--- config.mk ---
export PLATFORM = sky130hd
export DESIGN_NAME = byte_level_alphabet_decoder
export DESIGN_NICKNAME = d
export VERILOG_FILES = /design/src/rtl/bladec_pkg.sv /design/src/rtl/byte_level_alphabet_decoder.sv /design/src/rtl/bladec_step.sv
export VERILOG_INCLUDE_DIRS = /design/src /design/src/rtl
export SDC_FILE = /design/constraint.sdc
export NUM_CORES = 1
export LEC_CHECK = 0
export ABC_AREA = 0
export CORE_UTILIZATION = 60
export DETAILED_ROUTE_END_ITERATION = 10
export DONT_BUFFER_PORTS = 1
export PLACE_DENSITY = 0.83
export SLEW_MARGIN = 20
export SYNTH_ARGS = -nofsm -noshare
export SYNTH_HDL_FRONTEND = slang
export SYNTH_SLANG_ARGS = --single-unit
--- constraint.sdc ---
create_clock -name clk -period 5.7 [get_ports clk]
set_input_delay 0.285 -clock clk [delete_from_list [all_inputs] [get_ports clk]]
set_output_delay 0.285 -clock clk [all_outputs]
set_load 0.01 [all_outputs]
--- src/rtl/byte_level_alphabet_decoder_assert.svh ---
// Assertion macros for the byte-level alphabet decoder RTL.
`ifndef BYTE_LEVEL_ALPHABET_DECODER_ASSERT_SVH
`define BYTE_LEVEL_ALPHABET_DECODER_ASSERT_SVH

`ifndef NO_ASSERTIONS

// The consequent must hold in the same cycle as the antecedent.
`define BLADEC_ASSERT_SAME(lbl, clk, rst, ante, cons, msg) \
  lbl: assert property (@(posedge clk) disable iff (rst) (ante) |-> (cons)) \
    else $error(msg);

// The consequent must hold in the cycle after the antecedent.
`define BLADEC_ASSERT_NEXT(lbl, clk, rst, ante, cons, msg) \
  lbl: assert property (@(posedge clk) disable iff (rst) (ante) |=> (cons)) \
    else $error(msg);

`else

`define BLADEC_ASSERT_SAME(lbl, clk, rst, ante, cons, msg)
`define BLADEC_ASSERT_NEXT(lbl, clk, rst, ante, cons, msg)

`endif

`endif

--- src/rtl/bladec_pkg.sv ---
// Package with item types, decoder state type and status codes.
`timescale 1ns / 1ps

package bladec_pkg;

  localparam logic [1:0] STATUS_OK    = 2'd0;
  localparam logic [1:0] STATUS_TRUNC = 2'd1;
  localparam logic [1:0] STATUS_UNSUP = 2'd2;

  typedef struct packed {
    logic [7:0] in_byte;
    logic       end_of_string;
  } in_item_t;

  typedef struct packed {
    logic [7:0] out_byte;
    logic [1:0] status;
    logic       last;
  } out_item_t;

  typedef struct packed {
    logic [20:0] code_accum;
    logic [1:0]  bytes_left;
    logic        discarding;
  } dec_state_t;

  typedef struct packed {
    logic      emit;
    out_item_t result;
  } step_out_t;

endpackage

--- src/rtl/byte_level_alphabet_decoder.sv ---
// Top level of the byte-level alphabet decoder: UTF-8 bytes in, raw bytes out.
//
//   Channel   Handshake                Payload     Moves
//   byte      byte_valid / byte_stall  byte_item   one UTF-8 byte per item
//   res       res_valid / res_stall    res_item    one decoded byte or error
//
// One byte is accepted every cycle unless the input stalls; the last byte of a
// result waits in the input register and is decoded into the result register
// when the input register hands it on.
// Reset clears the valid flags and the sequence state.
// The input stalls only when a byte that gives a result meets a full,
// stalled result register; bytes that give no result keep flowing.
`timescale 1ns / 1ps

`include "byte_level_alphabet_decoder_assert.svh"

module byte_level_alphabet_decoder import bladec_pkg::*; (
  input  logic      clk,
  input  logic      rst,
  input  logic      byte_valid,
  output logic      byte_stall,
  input  in_item_t  byte_item,
  output logic      res_valid,
  input  logic      res_stall,
  output out_item_t res_item
);

  logic       s1_valid;
  in_item_t   s1_item;
  dec_state_t state;
  dec_state_t state_next;
  step_out_t  step;
  logic       out_free;
  logic       s1_take;

  bladec_step u_step (
    .state      (state),
    .item       (s1_item),
    .state_next (state_next),
    .step       (step)
  );

  assign out_free   = !res_valid || !res_stall;
  assign s1_take    = s1_valid && (!step.emit || out_free);
  assign byte_stall = s1_valid && !s1_take;

  always_ff @(posedge clk) begin
    if (rst) begin
      s1_valid  <= 1'b0;
      state     <= '0;
      res_valid <= 1'b0;
    end else begin
      if (!s1_valid || s1_take) begin
        s1_valid <= byte_valid;
      end
      if (s1_take) begin
        state <= state_next;
      end
      if (s1_take && step.emit) begin
        res_valid <= 1'b1;
      end else if (out_free) begin
        res_valid <= 1'b0;
      end
    end
  end

  always_ff @(posedge clk) begin
    if (byte_valid && !byte_stall) begin
      s1_item <= byte_item;
    end
    if (s1_take && step.emit) begin
      res_item <= step.result;
    end
  end

  `BLADEC_ASSERT_SAME(a_error_result, clk, rst,
    res_valid && (res_item.status != STATUS_OK),
    (res_item.out_byte == 8'd0) && res_item.last, "error result must be zero and last")
  `BLADEC_ASSERT_NEXT(a_eos_idle, clk, rst, s1_take && s1_item.end_of_string,
    state == '0, "decoder not idle after end of string")
  `BLADEC_ASSERT_SAME(a_no_discard_mid_seq, clk, rst, state.bytes_left != 2'd0,
    !state.discarding, "discarding while inside a sequence")
  `BLADEC_ASSERT_SAME(a_stall_cause, clk, rst, byte_stall,
    res_valid && res_stall, "input stalled without a blocked result")

endmodule

--- src/rtl/bladec_step.sv ---
// One decoding step: next decoder state and optional result for one byte.
`timescale 1ns / 1ps

module bladec_step import bladec_pkg::*; (
  input  dec_state_t state,
  input  in_item_t   item,
  output dec_state_t state_next,
  output step_out_t  step
);

  logic [20:0] accum_shift;
  logic [1:0]  left_dec;
  logic [20:0] cp;
  logic [7:0]  low;
  logic        in_base;
  logic        in_shift;
  logic [6:0]  k;
  logic        mapped;
  logic [7:0]  raw;

  assign accum_shift = {state.code_accum[14:0], item.in_byte[5:0]};
  assign left_dec    = state.bytes_left - 2'd1;
  assign cp          = (state.bytes_left == 2'd0) ? {13'd0, item.in_byte} : accum_shift;

  // Map the code point back to its raw byte.
  assign low      = cp[7:0];
  assign in_base  = (cp[20:8] == 13'd0) &&
                    (((low >= 8'd33) && (low <= 8'd126)) ||
                     ((low >= 8'd161) && (low <= 8'd172)) ||
                     (low >= 8'd174));
  assign in_shift = (cp[20:8] == 13'd1) && (low <= 8'd67);
  assign k        = low[6:0];
  assign mapped   = in_base || in_shift;

  always_comb begin
    if (in_base) begin
      raw = low;
    end else if (k < 7'd33) begin
      raw = {1'b0, k};
    end else if (k < 7'd67) begin
      raw = {1'b0, k} + 8'd94;
    end else begin
      raw = 8'd173;
    end
  end

  always_comb begin
    state_next  = state;
    step.emit   = 1'b0;
    step.result = '0;
    if (state.discarding) begin
      if (item.end_of_string) begin
        state_next = '0;
      end
    end else if ((state.bytes_left == 2'd0) && (item.in_byte >= 8'd192)) begin
      priority if (item.in_byte >= 8'd240) begin
        state_next.code_accum = {18'd0, item.in_byte[2:0]};
        state_next.bytes_left = 2'd3;
      end else if (item.in_byte >= 8'd224) begin
        state_next.code_accum = {17'd0, item.in_byte[3:0]};
        state_next.bytes_left = 2'd2;
      end else begin
        state_next.code_accum = {16'd0, item.in_byte[4:0]};
        state_next.bytes_left = 2'd1;
      end
      if (item.end_of_string) begin
        state_next         = '0;
        step.emit          = 1'b1;
        step.result.status = STATUS_TRUNC;
        step.result.last   = 1'b1;
      end
    end else if ((state.bytes_left != 2'd0) && (left_dec != 2'd0)) begin
      state_next.code_accum = accum_shift;
      state_next.bytes_left = left_dec;
      if (item.end_of_string) begin
        state_next         = '0;
        step.emit          = 1'b1;
        step.result.status = STATUS_TRUNC;
        step.result.last   = 1'b1;
      end
    end else begin
      // A complete code point is ready.
      state_next = '0;
      step.emit  = 1'b1;
      if (mapped) begin
        step.result.out_byte = raw;
        step.result.status   = STATUS_OK;
        step.result.last     = item.end_of_string;
      end else begin
        state_next.discarding = !item.end_of_string;
        step.result.status    = STATUS_UNSUP;
        step.result.last      = 1'b1;
      end
    end
  end

endmodule

; ---- Word-level counts from Yosys, hierarchy flattened
; Cells that the tools add are included.
[totals]
reg_bits = 40
latch_bits = 0
ramBits = 0
romBits = 0
in_bits = 13
output_inout_bits = 13
wordCells = 82
memories = 0
[op_classes]
addsub = 2
multipliers = 0
n_div = 0
magnitude_cmp = 11
eq_ne = 2
shift = 0
n_mux = 26
bitwise = 1
n_reduce_logical = 30
[op_table]
columns = cell, count
row1 = 18-bit two-way mux, 6
row2 = 8-bit two-way mux, 6
row3 = "8-bit >= comparator, second input constant", 5
row4 = 21-bit two-way mux, 1
row5 = "8-bit by 7-bit <= comparator with 1-bit output, second input constant", 2
row6 = 7-bit two-way mux, 2
row7 = "13-bit by 1-bit equality test with 1-bit output, second input constant", 1
row8 = 13-bit logical NOT, 1
row9 = 12-bit two-way mux, 1
row10 = 1-bit logical AND, 10
row11 = 3-bit two-way mux, 3
row12 = "7-bit by 7-bit adder with 8-bit output, second input constant", 1
row13 = "8-bit by 6-bit >= comparator with 1-bit output, second input constant", 1
row14 = "8-bit <= comparator, second input constant", 1
row15 = 1-bit logical NOT, 7
row16 = "7-bit by 6-bit less-than comparator with 1-bit output, second input constant", 1
row17 = "7-bit less-than comparator, second input constant", 1
row18 = 1-bit logical OR, 6
row19 = 1-bit two-way mux, 6
row20 = 2-bit nonzero test, 3
row21 = 4-bit OR reduction, 1
row22 = 2-bit logical NOT, 1
row23 = 2-bit two-way mux, 1
row24 = "2-bit inequality test, second input constant", 1
row25 = 3 further kinds, 3

; ---- Depth between registers and ports, before layout
[logic_depth]
ltp_word = 19
depth_mapped = 10
mapped_depth_nobuf = 8

; ---- By module
; Synthesis repeated with hierarchy kept, for this count alone.
[unflattened]
hier_cells = 284
area_unflattened_um2 = 2775.2
[by_module_without_submodules]
columns = module, n_inst, cells_per_inst, area_each_um2, seq_area_each_um2
row1 = byte_level_alphabet_decoder, 1, 135, 1775.5, 1121.1
row2 = bladec_step, 1, 149, 999.7, 0.0

; ---- Least setup slack after synthesis
; OpenSTA, ideal clock, no wires.
[synth_path]
path_kind = reg-to-reg
startpoint = register state[1] (netlist name)
endpoint = register res_item[0] (netlist name), enable pin
t_arrival_ps = 1934
required_time_ps = 5322
setup_slack_ps = 3388
stages_incl_launch_ff = 8
path_buffers = 1
period_less_slack_ps = 2312
cell_sequence = dfxtp_1 -> inv_1 -> ha_1 -> buf_6 -> a21boi_0 -> o31ai_1 -> o21ai_0 -> nor2_1
[synth_between]
elab_chain_cells = 10
word_cells_on_any_way = 13
cone_classes = add/sub: 1 / mux: 3 / reduce/logical: 9
[synth_rtl]
columns = item, line_no
row1 = 2-bit by 1-bit subtractor with 2-bit output, bladec_step.sv:22  ; assign left_dec = state.bytes_left - 2'd1;
row2 = 2-bit nonzero test, bladec_step.sv:72  ; end else if ((state.bytes_left != 2'd0) && (left_dec != 2'd0)) begin
row3 = 1-bit logical AND, bladec_step.sv:72
row4 = 1-bit two-way mux, bladec_step.sv:72
row5 = 1-bit two-way mux *, bladec_step.sv:55  ; end else if ((state.bytes_left == 2'd0) && (item.in_byte >= 8'd192)) begin
row6 = 12-bit two-way mux *, bladec_step.sv:51  ; if (state.discarding) begin
row7 = 1-bit logical NOT, byte_level_alphabet_decoder.sv:44  ; assign s1_take = s1_valid && (!step.emit || out_free);
row8 = 1-bit logical OR, byte_level_alphabet_decoder.sv:44
row9 = 1-bit logical AND, byte_level_alphabet_decoder.sv:44
row10 = 1-bit logical AND *, byte_level_alphabet_decoder.sv:71  ; if (s1_take && step.emit) begin
row11 = "end signal, assigned", byte_level_alphabet_decoder.sv:72  ; res_item <= step.result;
row12 = "end, declared", byte_level_alphabet_decoder.sv:25  ; output out_item_t res_item
; Mark *: on every way between the ends. The rest lies on a longest branch, timed or not.
; A chain may end at the register's enable or synchronous reset.

; ---- Worst setup path in the final report
[layout_path]
startpoint = register state[1] (netlist name)
endpoint = register s1_item[3] (netlist name), enable pin
[layout_between]
elab_chain_cells = 13
word_cells_on_any_way = 16
cone_classes = add/sub: 1 / mux: 3 / reduce/logical: 12
[layout_rtl]
columns = item, line_no
row1 = 2-bit by 1-bit subtractor with 2-bit output, bladec_step.sv:22
row2 = 2-bit nonzero test, bladec_step.sv:72
row3 = 1-bit logical AND, bladec_step.sv:72
row4 = 1-bit two-way mux, bladec_step.sv:72
row5 = 1-bit two-way mux *, bladec_step.sv:55
row6 = 12-bit two-way mux *, bladec_step.sv:51
row7 = 1-bit logical NOT *, byte_level_alphabet_decoder.sv:44
row8 = 1-bit logical OR *, byte_level_alphabet_decoder.sv:44
row9 = 1-bit logical AND *, byte_level_alphabet_decoder.sv:44
row10 = 1-bit logical NOT *, byte_level_alphabet_decoder.sv:45  ; assign byte_stall = s1_valid && !s1_take;
row11 = 1-bit logical AND *, byte_level_alphabet_decoder.sv:45
row12 = net byte_stall, byte_level_alphabet_decoder.sv:21  ; output logic byte_stall,
row13 = 1-bit logical NOT *, byte_level_alphabet_decoder.sv:68  ; if (byte_valid && !byte_stall) begin
row14 = 1-bit logical AND *, byte_level_alphabet_decoder.sv:68
row15 = "end signal, assigned", byte_level_alphabet_decoder.sv:69  ; s1_item <= byte_item;
row16 = "end, declared", byte_level_alphabet_decoder.sv:29  ; in_item_t s1_item;
; Mark *: on every way through the listed nets, which the timed path passes. The rest lies on a longest branch.

==> results.py <==
metrics = {
    "die": {
        "rows": 20,
        "start_util": 0.655,
        "die_y_um": 60.7,
        "die_w_um": 60.7,
        "die-area_um2": 3680,
        "io_pins": 26,
        "core_area_um2": 3150,
    },
    "synthesis": {
        "synth_cells": 201,
        "yosysTopAreaCellShare": 0.291,
        "synth-edff-count": 20,
        "synth_seq_area_share": 0.485,
        "synth_cell_types": 53,
        "netlist_area_um2": 2070,
        "syn_avg_cell_area_um2": 10.3,
        "syn_nets": 221,
        "synthTopCellsByCount": "nor2_1 (30), dfxtp_1 (20), edfxtp_1 (20), a22oi_1 (13), nand2_1 (13)",
        "yosys_most_used_dff": "edfxtp_1",
        "synth_area_leader_cell": "edfxtp_1",
        "ys_warn_count": 0,
        "ys_async_sr_fraction": 0,
        "yosys-top-cells-area": "edfxtp_1 (29%), dfxtp_1 (19%), nor2_1 (5.5%)",
        "synth_seq_cells": 40,
        "synth_most_common_cell": "nor2_1",
    },
    "flow_run": {
        "max-cap-violations": 0,
    },
    "cts": {
        "cts_buffers": 5,
        "cts_sinks": 40,
        "path_clk_slew_ns": 0.13,
        "clk_latency_ns": 0.36,
        "cts_tree": "yes",
        "htreeDepth": 2,
        "cts_buffer_depth": 2,
        "cts-root-buf": "clkbuf_4",
    },
    "global_routing": {
        "grt_max_degree": 20,
        "antenna_found_initial": 0,
        "grt_pass1_vias": 1454,
        "grt_pass1_wl_mm": 6.61,
        "gr-total-overflow": 0,
        "grt_usage": 0.247,
    },
    "cells_and_area": {
        "layout-drive-gt1-share": 0.110,
        "insertedDiodeCount": 0,
        "syn2layout_area_growth_pct": 8.06,
        "fin_util": 0.708,
        "nNetsFinal": 228,
    },
    "timing": {
        "setup_viol": 0,
        "fin_crit_sh": 0.483,
        "fmax_ghz": 0.363,
        "layout_min_cycle_time_ns": 2.75,
        "worstMarginPinSlew_ns": 0.861,
        "tns_ns": 0,
        "drv_slew": 0,
        "hold_violations": 0,
        "rsz0062_at_grt": "false",
        "slew_headroom": 0.425,
        "clock_skew_ns": 0.0203,
    },
    "setup_path": {
        "startpoint_type": "flip-flop",
        "cp.arrival_ns": 2.74,
        "critPathMaxFanout": 11,
        "critPathCaptureType": "flip-flop",
        "crit_required_ns": 5.68,
        "path_class": "reg2reg",
    },
    "drt": {
        "ant_nets": 0,
        "drc": 0,
        "routed_wl_mm": 4.03,
        "firstDrtPassIters": 4,
        "viasPerCell": 6.15,
        "drt_iter0_drc": 144,
        "vias": 1556,
        "wl_per_cell_um": 15.9,
    },
    "power": {
        "p_per_area_nw_per_um2": 252,
        "leakage_nw": 0.803,
        "ir_drop_mv": 0.169,
    },
    "place": {
        "dp_hpwl_mm": 2.80,
        "port_buffers": 0,
        "place_congestion": 0.859,
    },
    "status": {
        "outcome": "finished, final reports clean",
    },
    "min_path": {
        "hold_class": "in2reg",
    },
}
layout by cell type (no fill, tap or decap), types with 3 or more instances in the layout:
| master | count |
|---|---|
| nor2_1 | 30 |
| edfxtp_1 | 20 |
| dfxtp_1 | 20 |
| nand2_1 | 13 |
| a22oi_1 | 13 |
| a21oi_1 | 12 |
| dlygate4sd3_1 | 11 |
| inv_1 | 10 |
| ha_1 | 7 |
| nor4_1 | 5 |
| clkbuf_4 | 5 |
| o21ai_0 | 4 |
| nand3_1 | 4 |
| nor3_1 | 4 |
| nor2b_1 | 3 |
| and3_1 | 3 |
| mux2i_1 | 3 |
where the power goes:
group	internal, mW	total, mW	switching (mW)
clock	0.0744	0.166	0.0916
combinational	0.0263	0.0643	0.0380
sequential	0.316	0.332	0.0158
flip-flops by register name, summed over array words and instances, names as in the netlist:
signal	count
state	18
res_item	11
s1_item	9
res_valid	1
s1_valid	1
final cells by class:
type | count | area (um^2)
Clock buffer | 7 | 66.3
Clock inverter | 1 | 5.00
Fill cell | 239 | 921
Inverter | 10 | 37.5
Multi-Input combinational cell | 140 | 957
Sequential cell | 40 | 1000
Tap cell | 44 | 55.1
Timing Repair Buffer | 11 | 110
layer usage:
metal	track usage	routed length (um)	part of all wire
met5	0	0	0
met4	0.101	59	0.015
met1	0.319	1760	0.44
met2	0.391	1970	0.49
met3	0.0725	239	0.059
worst max-delay path, cell delays in order, from the launching register on:
cell,delay [ns]
dfxtp_1,0.36
inv_1,0.09
ha_1,0.44
and3_2,0.33
nor2_1,0.10
o211ai_1,0.22
nor2_1,0.14
nor2b_1,0.69
path summary, 6_finish.rpt:
check / start / to / slack [ns] / cells past startpoint
setup / recovery: state[1]$_SDFFE_PP0P_ / s1_item[3]$_DFFE_PP_ / 2.95 / 7
hold / removal: byte_valid / s1_valid$_SDFFE_PP0N_ / 0.04 / 2
setup reg to reg: state[1]$_SDFFE_PP0P_ / s1_item[3]$_DFFE_PP_ / 2.95 / 7
hold reg to reg: state[7]$_SDFFE_PP0P_ / state[7]$_SDFFE_PP0P_ / 0.52 / 2
timing repair:
item	in CTS	in global routing
hold buffers	1	10
hold endpoints to repair	19	10
resized for setup	0	0
buffers inserted	0	0
logic make-up after synthesis:
kind of cell	share of synthesized area
AND/OR/NAND/NOR	0.196
AO/OA/AOI/OAI	0.203
flip-flops	0.485
buffers and inverters	0.0521
adder cells (fa/ha/maj)	0.0424
multiplexers	0.0218
per-stage QoR:
stage / setup WS [ns] / instance area (um^2) / cells / total power, mW / hold slack [ns]
2_1_floorplan: 3.39 / 2070 / 201 / 0.386 / 0.384
4_1_cts: 2.99 / 2130 / 243 / 0.557 / 0.00260
3_5_place_dp: 3.03 / 2050 / 234 / 0.394 / 0.359
3_3_place_gp: 3.12 / 2050 / 234 / 0.391 / 0.359
6_report: 2.95 / 2230 / 253 / 0.562 / 0.0405
5_1_grt: 2.70 / 2230 / 253 / 0.588 / 0.0260
(Power assumes the default switching activity.)
